`config.mk`:
```
export PLATFORM = sky130hd
export DESIGN_NAME = semaphore_priority_wait_queue
export DESIGN_NICKNAME = d
export VERILOG_FILES = /design/src/hw/rtl/spwq_pkg.sv /design/src/hw/rtl/semaphore_priority_wait_queue.sv /design/src/hw/rtl/spwq_ctrl.sv /design/src/hw/rtl/spwq_datapath.sv
export SDC_FILE = /design/constraint.sdc
export NUM_CORES = 1
export LEC_CHECK = 0
export BUFFER_PORTS_ARGS = -buffer_cell sky130_fd_sc_hd__buf_2
export CORE_UTILIZATION = 56
export DETAILED_ROUTE_END_ITERATION = 12
export PLACE_DENSITY = 0.82
export SLEW_MARGIN = 25
export SYNTH_ARGS = -nofsm -noshare
export SYNTH_HDL_FRONTEND = slang
export SYNTH_SLANG_ARGS = --single-unit
```
`constraint.sdc`:
```
create_clock -name clk -period 3.6 [get_ports clk]
set_input_delay 0.72 -clock clk [delete_from_list [all_inputs] [get_ports clk]]
set_output_delay 0.72 -clock clk [all_outputs]
set_load 0.02 [all_outputs]
```
`src/hw/rtl/spwq_pkg.sv`:
```
// Package with shared types and constants of the semaphore priority wait queue.
package spwq_pkg;

  localparam int COUNT_W = 16;
  localparam int MODE_W = 3;
  localparam int MAX_WAITERS_DEF = 16;
  localparam int ID_BITS_DEF = 8;
  localparam int PRIO_BITS_DEF = 3;
  localparam logic [COUNT_W-1:0] COUNT_MAX = {COUNT_W{1'b1}};

  typedef enum logic [MODE_W-1:0] {
    MODE_CNT_WAIT = 3'd0,
    MODE_CNT_SIGNAL = 3'd1,
    MODE_BIN_WAIT = 3'd2,
    MODE_BIN_SIGNAL = 3'd3,
    MODE_REINIT = 3'd4
  } mode_t;

  typedef enum logic {
    ST_IDLE,
    ST_EXEC
  } state_t;

  typedef struct packed {
    logic latch;
    logic exec;
  } ctl_cmd_t;

endpackage

```
`src/hw/rtl/semaphore_priority_wait_queue.sv`:
```
// Top level of the semaphore with a priority-ordered wait queue.
// An accepted beat is captured, then executed once no pending result is held back by out_stall;
// its result beat is registered and becomes valid after that execution.
// A new beat is not accepted until the previous one has been executed; in_stall is high meanwhile.
// The queue is a sorted shift register that inserts or pops in the execute cycle.
// Synchronous active-low reset clears the count, the waiter total and initial_count; the queue
// entries themselves are not cleared.
module semaphore_priority_wait_queue #(
  parameter int MAX_WAITERS = spwq_pkg::MAX_WAITERS_DEF,
  parameter int ID_BITS = spwq_pkg::ID_BITS_DEF,
  parameter int PRIO_BITS = spwq_pkg::PRIO_BITS_DEF,
  localparam int CNT_W = $clog2(MAX_WAITERS + 1)
) (
  input  logic                           clk,
  input  logic                           rst_n,
  input  logic                           cfg_wr_en,
  input  logic [spwq_pkg::COUNT_W-1:0]   cfg_wr_data,
  input  logic                           in_valid,
  output logic                           in_stall,
  input  logic [spwq_pkg::MODE_W-1:0]    in_mode,
  input  logic [ID_BITS-1:0]             in_thread_id,
  input  logic [PRIO_BITS-1:0]           in_thread_priority,
  output logic                           out_valid,
  input  logic                           out_stall,
  output logic                           out_must_block,
  output logic                           out_refused,
  output logic                           out_woken_valid,
  output logic [ID_BITS-1:0]             out_woken_thread,
  output logic [spwq_pkg::COUNT_W-1:0]   out_count_now,
  output logic [CNT_W-1:0]               out_waiters_now
);

  spwq_pkg::ctl_cmd_t cmd;

  spwq_ctrl u_ctrl (
    .clk       (clk),
    .rst_n     (rst_n),
    .in_valid  (in_valid),
    .in_stall  (in_stall),
    .out_valid (out_valid),
    .out_stall (out_stall),
    .cmd       (cmd)
  );

  spwq_datapath #(
    .MAX_WAITERS (MAX_WAITERS),
    .ID_BITS     (ID_BITS),
    .PRIO_BITS   (PRIO_BITS)
  ) u_datapath (
    .clk                (clk),
    .rst_n              (rst_n),
    .cmd                (cmd),
    .cfg_wr_en          (cfg_wr_en),
    .cfg_wr_data        (cfg_wr_data),
    .in_mode            (in_mode),
    .in_thread_id       (in_thread_id),
    .in_thread_priority (in_thread_priority),
    .out_must_block     (out_must_block),
    .out_refused        (out_refused),
    .out_woken_valid    (out_woken_valid),
    .out_woken_thread   (out_woken_thread),
    .out_count_now      (out_count_now),
    .out_waiters_now    (out_waiters_now)
  );

endmodule

```
`src/hw/rtl/spwq_ctrl.sv`:
```
// Controller state machine that sequences capture, execution and result handoff.
module spwq_ctrl (
  input  logic                clk,
  input  logic                rst_n,
  input  logic                in_valid,
  output logic                in_stall,
  output logic                out_valid,
  input  logic                out_stall,
  output spwq_pkg::ctl_cmd_t  cmd
);

  spwq_pkg::state_t state_r, state_nxt;
  logic out_valid_r, out_valid_nxt;

  always_ff @(posedge clk) begin
    if (!rst_n) begin
      state_r <= spwq_pkg::ST_IDLE;
      out_valid_r <= 1'b0;
    end else begin
      state_r <= state_nxt;
      out_valid_r <= out_valid_nxt;
    end
  end

  always_comb begin
    state_nxt = state_r;
    out_valid_nxt = out_valid_r;
    in_stall = 1'b1;
    cmd = '0;
    if (out_valid_r && !out_stall) begin
      out_valid_nxt = 1'b0;
    end
    unique case (state_r)
      spwq_pkg::ST_IDLE: begin
        in_stall = 1'b0;
        if (in_valid) begin
          cmd.latch = 1'b1;
          state_nxt = spwq_pkg::ST_EXEC;
        end
      end
      spwq_pkg::ST_EXEC: begin
        if (!out_valid_r || !out_stall) begin
          cmd.exec = 1'b1;
          out_valid_nxt = 1'b1;
          state_nxt = spwq_pkg::ST_IDLE;
        end
      end
      default: begin
        state_nxt = spwq_pkg::ST_IDLE;
      end
    endcase
  end

  assign out_valid = out_valid_r;

endmodule

```
`src/hw/rtl/spwq_datapath.sv`:
```
// Datapath with the semaphore count, the sorted shift-register wait queue and the result register.
module spwq_datapath #(
  parameter int MAX_WAITERS = spwq_pkg::MAX_WAITERS_DEF,
  parameter int ID_BITS = spwq_pkg::ID_BITS_DEF,
  parameter int PRIO_BITS = spwq_pkg::PRIO_BITS_DEF,
  localparam int CNT_W = $clog2(MAX_WAITERS + 1)
) (
  input  logic                           clk,
  input  logic                           rst_n,
  input  spwq_pkg::ctl_cmd_t             cmd,
  input  logic                           cfg_wr_en,
  input  logic [spwq_pkg::COUNT_W-1:0]   cfg_wr_data,
  input  logic [spwq_pkg::MODE_W-1:0]    in_mode,
  input  logic [ID_BITS-1:0]             in_thread_id,
  input  logic [PRIO_BITS-1:0]           in_thread_priority,
  output logic                           out_must_block,
  output logic                           out_refused,
  output logic                           out_woken_valid,
  output logic [ID_BITS-1:0]             out_woken_thread,
  output logic [spwq_pkg::COUNT_W-1:0]   out_count_now,
  output logic [CNT_W-1:0]               out_waiters_now
);

  logic [spwq_pkg::COUNT_W-1:0] init_r;
  logic [spwq_pkg::COUNT_W-1:0] count_r, count_nxt;
  logic [CNT_W-1:0] total_r, total_nxt;
  spwq_pkg::mode_t mode_r;
  logic [ID_BITS-1:0] id_r;
  logic [PRIO_BITS-1:0] prio_r;

  logic [ID_BITS-1:0] qid_r [MAX_WAITERS];
  logic [PRIO_BITS-1:0] qprio_r [MAX_WAITERS];
  logic [MAX_WAITERS-1:0] stay;

  logic is_wait, is_signal, cnt_zero, q_full, q_empty, do_insert, do_pop, refuse;

  logic must_block_r, refused_r, woken_valid_r;
  logic [ID_BITS-1:0] woken_thread_r;

  always_ff @(posedge clk) begin
    if (!rst_n) begin
      init_r <= '0;
    end else if (cfg_wr_en) begin
      init_r <= cfg_wr_data;
    end
  end

  always_ff @(posedge clk) begin
    if (cmd.latch) begin
      mode_r <= spwq_pkg::mode_t'(in_mode);
      id_r <= in_thread_id;
      prio_r <= in_thread_priority;
    end
  end

  always_comb begin
    is_wait = 1'b0;
    is_signal = 1'b0;
    case (mode_r)
      spwq_pkg::MODE_CNT_WAIT, spwq_pkg::MODE_BIN_WAIT: is_wait = 1'b1;
      spwq_pkg::MODE_CNT_SIGNAL, spwq_pkg::MODE_BIN_SIGNAL: is_signal = 1'b1;
      default: begin
        is_wait = 1'b0;
        is_signal = 1'b0;
      end
    endcase
  end

  assign cnt_zero = (count_r == '0);
  assign q_full = (total_r == CNT_W'(MAX_WAITERS));
  assign q_empty = (total_r == '0);
  assign do_insert = is_wait && cnt_zero && !q_full;
  assign refuse = is_wait && cnt_zero && q_full;
  assign do_pop = is_signal && !q_empty;

  always_comb begin
    count_nxt = count_r;
    total_nxt = total_r;
    unique case (mode_r)
      spwq_pkg::MODE_CNT_WAIT: begin
        if (!cnt_zero) begin
          count_nxt = count_r - 1'b1;
        end
      end
      spwq_pkg::MODE_BIN_WAIT: begin
        if (!cnt_zero) begin
          count_nxt = '0;
        end
      end
      spwq_pkg::MODE_CNT_SIGNAL: begin
        if (q_empty && count_r != spwq_pkg::COUNT_MAX) begin
          count_nxt = count_r + 1'b1;
        end
      end
      spwq_pkg::MODE_BIN_SIGNAL: begin
        count_nxt = q_empty ? spwq_pkg::COUNT_W'(1) : '0;
      end
      spwq_pkg::MODE_REINIT: begin
        count_nxt = init_r;
        total_nxt = '0;
      end
      default: begin
        count_nxt = count_r;
      end
    endcase
    if (do_insert) begin
      total_nxt = total_r + 1'b1;
    end else if (do_pop) begin
      total_nxt = total_r - 1'b1;
    end
  end

  always_ff @(posedge clk) begin
    if (!rst_n) begin
      count_r <= '0;
      total_r <= '0;
    end else if (cmd.exec) begin
      count_r <= count_nxt;
      total_r <= total_nxt;
    end
  end

  // A cell stays in place on insert when it holds a waiter of equal or better priority.
  for (genvar i = 0; i < MAX_WAITERS; i++) begin : g_cell
    assign stay[i] = (CNT_W'(i) < total_r) && (qprio_r[i] <= prio_r);

    always_ff @(posedge clk) begin
      if (cmd.exec && do_insert) begin
        if (i == 0) begin
          if (!stay[0]) begin
            qid_r[i] <= id_r;
            qprio_r[i] <= prio_r;
          end
        end else if (!stay[(i == 0) ? 0 : i - 1]) begin
          qid_r[i] <= qid_r[(i == 0) ? 0 : i - 1];
          qprio_r[i] <= qprio_r[(i == 0) ? 0 : i - 1];
        end else if (!stay[i]) begin
          qid_r[i] <= id_r;
          qprio_r[i] <= prio_r;
        end
      end else if (cmd.exec && do_pop && i < MAX_WAITERS - 1) begin
        qid_r[i] <= qid_r[(i < MAX_WAITERS - 1) ? i + 1 : i];
        qprio_r[i] <= qprio_r[(i < MAX_WAITERS - 1) ? i + 1 : i];
      end
    end
  end

  always_ff @(posedge clk) begin
    if (cmd.exec) begin
      must_block_r <= do_insert;
      refused_r <= refuse;
      woken_valid_r <= do_pop;
      woken_thread_r <= do_pop ? qid_r[0] : '0;
    end
  end

  logic [spwq_pkg::COUNT_W-1:0] count_out_r;
  logic [CNT_W-1:0] total_out_r;

  always_ff @(posedge clk) begin
    if (cmd.exec) begin
      count_out_r <= count_nxt;
      total_out_r <= total_nxt;
    end
  end

  assign out_must_block = must_block_r;
  assign out_refused = refused_r;
  assign out_woken_valid = woken_valid_r;
  assign out_woken_thread = woken_thread_r;
  assign out_count_now = count_out_r;
  assign out_waiters_now = total_out_r;

endmodule
```
# == Word-level counts from Yosys, hierarchy flattened ==
# Memories as Yosys holds them, arrays and structs flattened.
# Index checks and enable logic that the tools add are counted.
# word_totals
register_bits,85
ramBits,176
input_bits,35
elab_cells,327
n_memories,2
# op_classes
addsub,4
n_lt_le_gt_ge,32
eq_ne,6
muxes,174
bitwise_logic,61
reduce_logical,34
# memory_table
name,depth,word_bits,rd,rd_ports_with_merged_regs,write_ports,line_no,text
u_datapath.qid_r,16,8,16,0,16,spwq_datapath.sv:31,logic [ID_BITS-1:0] qid_r [MAX_WAITERS];
u_datapath.qprio_r,16,3,16,0,16,spwq_datapath.sv:32,logic [PRIO_BITS-1:0] qprio_r [MAX_WAITERS];
# op_table
op,n
$mux W8,30
$mux W1,106
$mux W3,30
$pmux W16 S5,1
$or A1 B1 Y1,60
$le A3 B3 Y1,16
$mux W16,3
$lt A4 B5 Y1 const A,8
$logic_and A1 B1 Y1,24
$lt A3 B5 Y1 const A,4
$add A16 B1 Y16 const B,1
$logic_not A16 Y1,1
$ne A16 B16 Y1 const B,1
$sub A16 B1 Y16 const B,1
$mux W5,3
$lt A1 B5 Y1 const A,2
$lt A2 B5 Y1 const A,2
$eq A3 B2 Y1 const B,2
$add A5 B1 Y5 const B,1
$eq A5 B5 Y1 const B,1
$logic_not A5 Y1,1
$sub A5 B1 Y5 const B,1
$logic_not A1 Y1,4
$reduce_or A2 Y1,2
other kinds (6),6

# == Logic depth before layout (Yosys ltp) ==
# Gate-level depths: netlist of the first run.
# depth
ltp_word,10
depth_mapped,12
ltp_nobuf,12

# == Cells and area by module ==
# From an unflattened synthesis of the first run, not the netlist that was laid out.
# hier_totals
cells_unflattened,1480
area_unflattened_um2,15343.5
# by_module_without_submodules
mod,instances,cells_per_inst,area_each_um2,seq_area_each_um2
spwq_datapath,1,1472,15262.1,7407.1
spwq_ctrl,1,8,81.3,40.0

# == Least setup slack after synthesis of the first run ==
# Ideal clock, no wire load.
# synth_timing
kind,register to register
startpoint,register u_datapath.count_r[0] (netlist name)
endpoint,"memory u_datapath.qid_r[0][10] (netlist name), enable pin"
setup_ps,319
t_arrival_ps,3113
setup_slack_ps,168
stages_incl_launch_ff,9
synth_period_minus_slack_ps,3432
cell_sequence,dfxtp_1 > inv_1 > ha_1 > or4b_1 > nor4_4 > nand3_4 > buf_2 > o21ai_0 > or2_2
# synth_lines
item,line_no,text
start: declaration,spwq_datapath.sv:25,"logic [spwq_pkg::COUNT_W-1:0] count_r, count_nxt;"
start signal: assignment,spwq_datapath.sv:118,count_r <= count_nxt;
end: declaration,spwq_datapath.sv:31,

==> results of run 1 <==
-- flip-flops by register name, indices dropped and copies added (netlist names) --
signal / cells
u_datapath.out_refused: 1
u_datapath.qprio_r: 48
u_datapath.id_r: 8
u_datapath.prio_r: 3
u_datapath.mode_r: 3
u_datapath.out_waiters_now: 5
u_ctrl.state_r: 1
u_datapath.out_woken_thread: 8
u_datapath.out_woken_valid: 1
u_datapath.qid_r: 128
u_datapath.out_count_now: 16
u_datapath.out_must_block: 1
u_datapath.total_r: 5
u_ctrl.out_valid: 1
u_datapath.init_r: 16
u_datapath.count_r: 16
-- synthesized netlist by cell type, types with 6 or more instances --
cell	number	area share (%)
a211o_1	6	0.35
a211oi_1	17	0.86
a21o_1	13	0.66
a21oi_1	29	0.98
a22o_1	11	0.65
a311oi_1	7	0.41
a31oi_1	14	0.59
and2_1	13	0.55
and3_1	9	0.38
buf_2	11	0.37
clkbuf_1	90	2.3
dfxtp_1	39	5.3
edfxtp_1	222	45
ha_1	56	4.7
inv_1	46	1.2
mux2_2	13	0.99
mux2i_1	160	11
nand2_1	215	5.4
nand3_1	30	1.0
nor2_1	66	1.7
nor2b_1	7	0.29
nor3_1	19	0.64
nor4_1	11	0.46
o211ai_1	6	0.30
o21a_1	13	0.66
o21ai_0	181	6.1
o21ai_1	33	1.1
or3_1	8	0.34
-- power groups by stage --
stage / clock network (uW) / registers, uW / logic [uW]
CTS: 3110 / 3550 / 881
finish: 3100 / 3550 / 891
global placement: 0 / 3600 / 848
floorplan: 0 / 3580 / 573
global route: 3230 / 3560 / 975
detailed placement: 0 / 3610 / 874
-- through the flow --
step	hold slack (ns)	setup WS [ns]
after floorplan	0.455	0.168
after global placement	0.473	0.377
after detailed placement	0.485	0.277
after CTS	0.313	0.263
after global routing	0.314	0.0391
final	0.321	0.227
-- worst paths after layout --
check / from / to / slack (ns)
hold reg to reg: u_datapath.init_r[10] / u_datapath.init_r[10] / 0.50
setup / recovery: u_datapath.count_r[0] / u_datapath.qid_r[0][8] / 0.23
setup reg to reg: u_datapath.count_r[0] / u_datapath.qid_r[0][8] / 0.23
hold / removal: in_thread_id[4] / u_datapath.id_r[4] / 0.32
-- critical path: stages (launching register included) --
cell and delay [ns]:
dfxtp_1 0.40, inv_1 0.12, ha_1 0.19, or4b_1 0.54, nor4_4 0.39, nand3_4 0.34, a2111oi_4 0.44, buf_4 0.30
or2_2 0.33
-- logic make-up after synthesis --
kind of cell	Yosys count	share of synthesized area (%)
and+or+nand+nor	421	13.4
buffers and inverters	155	4.16
DFF	261	50.2
adders and majority gates	56	4.72
xor gates and xnor gates	5	0.295
muxes	173	11.8
AOI/OAI and AO/OA	375	15.5
-- layout make-up --
class / instances / area [um2]
clock buffer: 39 / 826
clock inverter: 14 / 165
fill: 2033 / 9400
inverter: 46 / 173
multi-input combinational: 1030 / 6800
sequential: 261 / 7450
tap: 335 / 419
timing repair buffer: 132 / 833
-- layer usage --
| layer | share of wire (%) | vias to the layer above |
|---|---|---|
| met3 | 6.3 | 94 |
| li1 | - | 5470 |
| met4 | 3.2 | 0 |
| met2 | 49 | 449 |
| met5 | 0 | - |
| met1 | 42 | 5638 |
==> key figures, run 1 <==
Clocking
  • CTS tree: built
  • CTS max path bufs: 3
  • Number of buffers inserted by hold repair at cts: 0
  • Post-CTS Resized: 0
  • Reg clk slew, reported paths: 0.06 ns
  • Root Buffer: clkbuf_16
  • H-tree depth: 1
  • Latest clock arrival within the worst-skew pair: 0.57 ns
  • Num Clock Sinks: 261
  • Setup Fix Bufs, Post-CTS: 0
  • CTS Buf Count: 29

Synth
  • Top FF cell, synth: edfxtp_1
  • EDFF count, synth: 222
  • Synth async-reset ratio: 0%
  • Flops & latches, synth: 261
  • Synth Net Count: 1,537
  • Netlist cell types: 79
  • Sequential fraction of the synthesis area: 50.2%
  • Mapped Area: 14,800 um2
  • YS warnings: 0
  • Post-Synthesis Mean Instance Area: 10.3 um2
  • Synthesized instance count: 1,446

Timing
  • Setup TNS: 0 ns
  • Hold Vio Cnt, Final: 0
  • Final count of negative-setup-slack endpoints: 0
  • Skew final: 0.0206 ns
  • Crit path time final: 3.37 ns
  • Max Freq: 0.296 GHz
  • Worst slew pin tran: 0.859 ns
  • Fin crit share: 93.7%
  • RSZ-0062 raised after global routing: no
  • Max Slew Vio Count: 0
  • Slew margin rel.: 42.7%

Global route
  • Vias in the first global route: 11,500
  • First-pass GRT wire length: 59.7 mm
  • Tot GR Track Use: 27.9%
  • GRT busiest layer: met2
  • Gr ovfl total: 0
  • Met1 Use GR: 37.1%
  • Largest net degree at the start of global routing: 140
  • Met2 Use GR: 47.1%
  • Antenna violations before repair: 0
  • M3 GR Usage: 3.11%

Place
  • Placed instance area: 15,700 um2
  • Gpl congestion: 1.01
  • PortBufs: 68
  • Placed Instances: 1,804
  • Hpwl dp: 26.3 mm

Power and ir drop
  • Combinational share of power: 11.8%
  • Clk pwr share: 41.1%
  • Total power: 7540 uW
  • LEAKAGE: 0.00631 uW
  • Seq pwr share: 47.1%
  • Net Sw Frac: 25.9%
  • Psw: 1950 uW
  • Pwr dens: 452 nW/um2
  • Max VDD drop: 0.430 mV
  • Internal power: 5580 uW

Drt
  • DRT Pass-1 Iters: 5
  • Vias/cell: 6.27
  • # DRC: 0
  • WL/cell: 20.3 um
  • Routed Antenna Nets: 0
  • Initial drt markers: 1,066
  • Vias: 11,700
  • Final WL: 37.7 mm

Critical path
  • CP Max Fanout: 18
  • Worst EP arrival: 3.62 ns
  • CP startpoint kind: register
  • R2R depth: 8
  • CP Data Required Time: 3.85 ns
  • WS Path Type: register to register
  • Crit. End Element: register

Min path
  • Hold path cells: 1
  • Min-delay worst type: primary input to register

Layout
  • Finished Cell Area: 16,700 um2
  • Post-Layout Cell Count: 1,857
  • Layout cells sized above 1: 14.3%
  • Finished Core Util: 63.9%
  • Commonest non-fill, non-tap cells in the layout: 222 x edfxtp_1, 215 x nand2_1, 181 x o21ai_0, 160 x mux2i_1, 68 x buf_2
  • Area Overhead vs Synth: 12.2%
  • # nets final: 1,591
  • Ant diodes: 0
  • Commonest non-fill, non-tap cell in the layout: edfxtp_1

Floorplanning
  • Die ar.: 27,200 um2
  • Die X: 165 um
  • Rows: 59
  • Io pins: 69
  • Die height: 165 um
  • Core area: 26,100 um2
  • Initial Utilization: 57.0%

Status
  • Status: finished clean

Run
  • Max Cap Viol: 0
(Power assumes the default switching activity.)
==> run 2: changes to the inputs <==
Settings changed: RECOVER_POWER set to 100.
==> key figures, run 2 (synthesized netlist as in run 1, its figures left out) <==
Status
  • Status: finished clean (unchanged)

Clocking
  • Num Clock Sinks: 261 (unchanged)
  • Root Buffer: clkbuf_16 (unchanged)
  • Latest clock arrival within the worst-skew pair: 0.57 ns (about the same)
  • CTS tree: built (unchanged)
  • Setup Fix Bufs, Post-CTS: 0 (unchanged)
  • Number of buffers inserted by hold repair at cts: 0 (unchanged)
  • CTS max path bufs: 3 (unchanged)
  • Reg clk slew, reported paths: 0.07 ns (was 0.06 ns)
  • H-tree depth: 1 (unchanged)
  • Post-CTS Resized: 0 (unchanged)
  • CTS Buf Count: 29 (unchanged)

Critical path
  • Max incr delay on CP: 0.55 ns (was 0.54 ns)
  • Critical Path, Cell by Cell: inv_1 > ha_1 > or4b_1 > nor4_4 > and3_1 > and3_1 > clkbuf_2 > mux2i_1 > o21ai_0 (was inv_1 > ha_1 > or4b_1 > nor4_4 > nand3_4 > a2111oi_4 > buf_4 > or2_2)
  • CP startpoint kind: register (unchanged)
  • CP Max Fanout: 12 (was 18)
  • Crit. End Element: register (unchanged)
  • Worst EP arrival: 3.71 ns (was 3.62 ns)
  • Cell repeated most along the worst path: and3_1
  • WS Path Type: register to register (unchanged)
  • CP Data Required Time: 3.90 ns (was 3.85 ns)
  • Slowest-stage cell, CP: or4b_1 (unchanged)

Place
  • Placed Instances: 1,804 (unchanged)
  • Gpl congestion: 1.01 (unchanged)
  • Placed instance area: 15,700 um2 (unchanged)
  • PortBufs: 68 (unchanged)
  • Hpwl dp: 26.3 mm (unchanged)

Global route
  • Gr ovfl total: 0 (unchanged)
  • Largest net degree at the start of global routing: 140 (unchanged)
  • Antenna violations before repair: 0 (unchanged)
  • Vias in the first global route: 11,500 (unchanged)
  • First-pass GRT wire length: 59.7 mm (unchanged)
  • Tot GR Track Use: 27.9% (unchanged)

Layout
  • Top reg by flops: u_datapath.qid_r (unchanged)
  • Commonest non-fill, non-tap cell in the layout: edfxtp_1 (unchanged)
  • Finished Core Util: 63.3% (was 63.9%)
  • Largest regs: u_datapath.qid_r: 128 flops, u_datapath.qprio_r: 48 flops (unchanged)
  • Post-Layout Cell Count: 1,857 (unchanged)
  • Ant diodes: 0 (unchanged)
  • Finished Cell Area: 16,500 um2 (was 16,700 um2)
  • Layout cells sized above 1: 10.6% (was 14.3%)
  • Commonest non-fill, non-tap cells in the layout: 222 x edfxtp_1, 215 x nand2_1, 207 x o21ai_0, 160 x mux2i_1, 65 x nor2_1 (was 222 x edfxtp_1, 215 x nand2_1, 181 x o21ai_0, 160 x mux2i_1, 68 x buf_2)
  • Max reg flops: 128 (unchanged)
  • Area Overhead vs Synth: 11.1% (was 12.2%)
  • # nets final: 1,591 (unchanged)

Timing
  • Max Freq: 0.293 GHz (was 0.296 GHz)
  • Slew margin rel.: 11.8% (was 42.7%)
  • Max Slew Vio Count: 0 (unchanged)
  • Setup TNS: 0 ns (unchanged)
  • Hold Vio Cnt, Final: 0 (unchanged)
  • Crit path time final: 3.41 ns (was 3.37 ns)
  • Fin crit share: 94.8% (was 93.7%)
  • RSZ-0062 raised after global routing: no (unchanged)
  • Worst slew pin tran: 1.32 ns (was 0.859 ns)
  • Skew final: 0.0160 ns (was 0.0206 ns)
  • Final count of negative-setup-slack endpoints: 0 (unchanged)

Floorplanning
  • Rows: 59 (unchanged)
  • Initial Utilization: 57.0% (unchanged)
  • Die ar.: 27,200 um2 (unchanged)
  • Die height: 165 um (unchanged)
  • Die X: 165 um (unchanged)
  • Core area: 26,100 um2 (unchanged)
  • Io pins: 69 (unchanged)

Drt
  • DRT Pass-1 Iters: 5 (unchanged)
  • Initial drt markers: 994 (was 1,066)
  • WL/cell: 20.4 um (was 20.3 um)
  • Final WL: 37.8 mm (was 37.7 mm)
  • Vias/cell: 6.29 (was 6.27)
  • Vias: 11,700 (about the same)
  • Routed Antenna Nets: 0 (unchanged)
  • # DRC: 0 (unchanged)

Power and ir drop
  • Max VDD drop: 0.429 mV (was 0.430 mV)
  • Pwr dens: 456 nW/um2 (was 452 nW/um2)
  • Total power: 7510 uW (was 7540 uW)
  • LEAKAGE: 0.00614 uW (was 0.00631 uW)

Min path
  • Min-delay worst type: primary input to register (unchanged)

Run
  • Max Cap Viol: 0 (unchanged)
==> run 2: cell types whose count changed in the layout (fill, tap and decap cells not counted), sizes merged <==
cell,delta
buf,-59
clkbuf,+59
clkinv,+1
inv,-1
==> run 2: per-layer routing <==
layer  vias up  GRT usage, %  part of all wire, %
li1       5462             -                    -
met1      5646          37.1                   42
met2       474          47.1                   48
met3        98          3.11                  6.2
met4         0          10.2                  3.3
met5         -             0                    0
==> run 2: worst paths after layout <==
path                          from                   endpoint  slack [ns]  cells after the start
min                in_thread_id[4]         u_datapath.id_r[4]        0.32                      1
max reg2reg  u_datapath.count_r[0]  u_datapath.qprio_r[0][18]        0.19                      9
max          u_datapath.count_r[0]  u_datapath.qprio_r[0][18]        0.19                      9
min reg2reg  u_datapath.init_r[11]      u_datapath.init_r[11]        0.50                      2
==> run 2: worst max-delay path: cells and delay by family, from the launching register on <==
family / cells / cell delay (ns)
and+or+nand+nor: 4 / 1.72
buffers and inverters: 2 / 0.46
DFF: 1 / 0.40
muxes: 1 / 0.26
adders and majority gates: 1 / 0.19
AOI/OAI and AO/OA: 1 / 0.11
==> run 2: cell type report <==
type,instances,area [um2]
timing repair buffer,132,716
sequential,261,7450
clock inverter,14,165
multi-input combinational,1030,6750
fill,2087,9570
inverter,46,173
tap,335,419
clock buffer,39,826
==> run 2: where the power goes <==
group          switching (uW)  total [uW]  internal, uW
combinational             561         866           305
sequential                123        3550          3430
clock                    1270        3100          1830
total                    1950        7510          5560
==> run 2: metrics by stage <==
stage / setup WS, ns / hold slack [ns]
final: 0.186 / 0.325
after global routing: 0.0291 / 0.314
after global placement: 0.377 / 0.473
after detailed placement: 0.277 / 0.485
after CTS: 0.263 / 0.313
after floorplan: 0.168 / 0.455
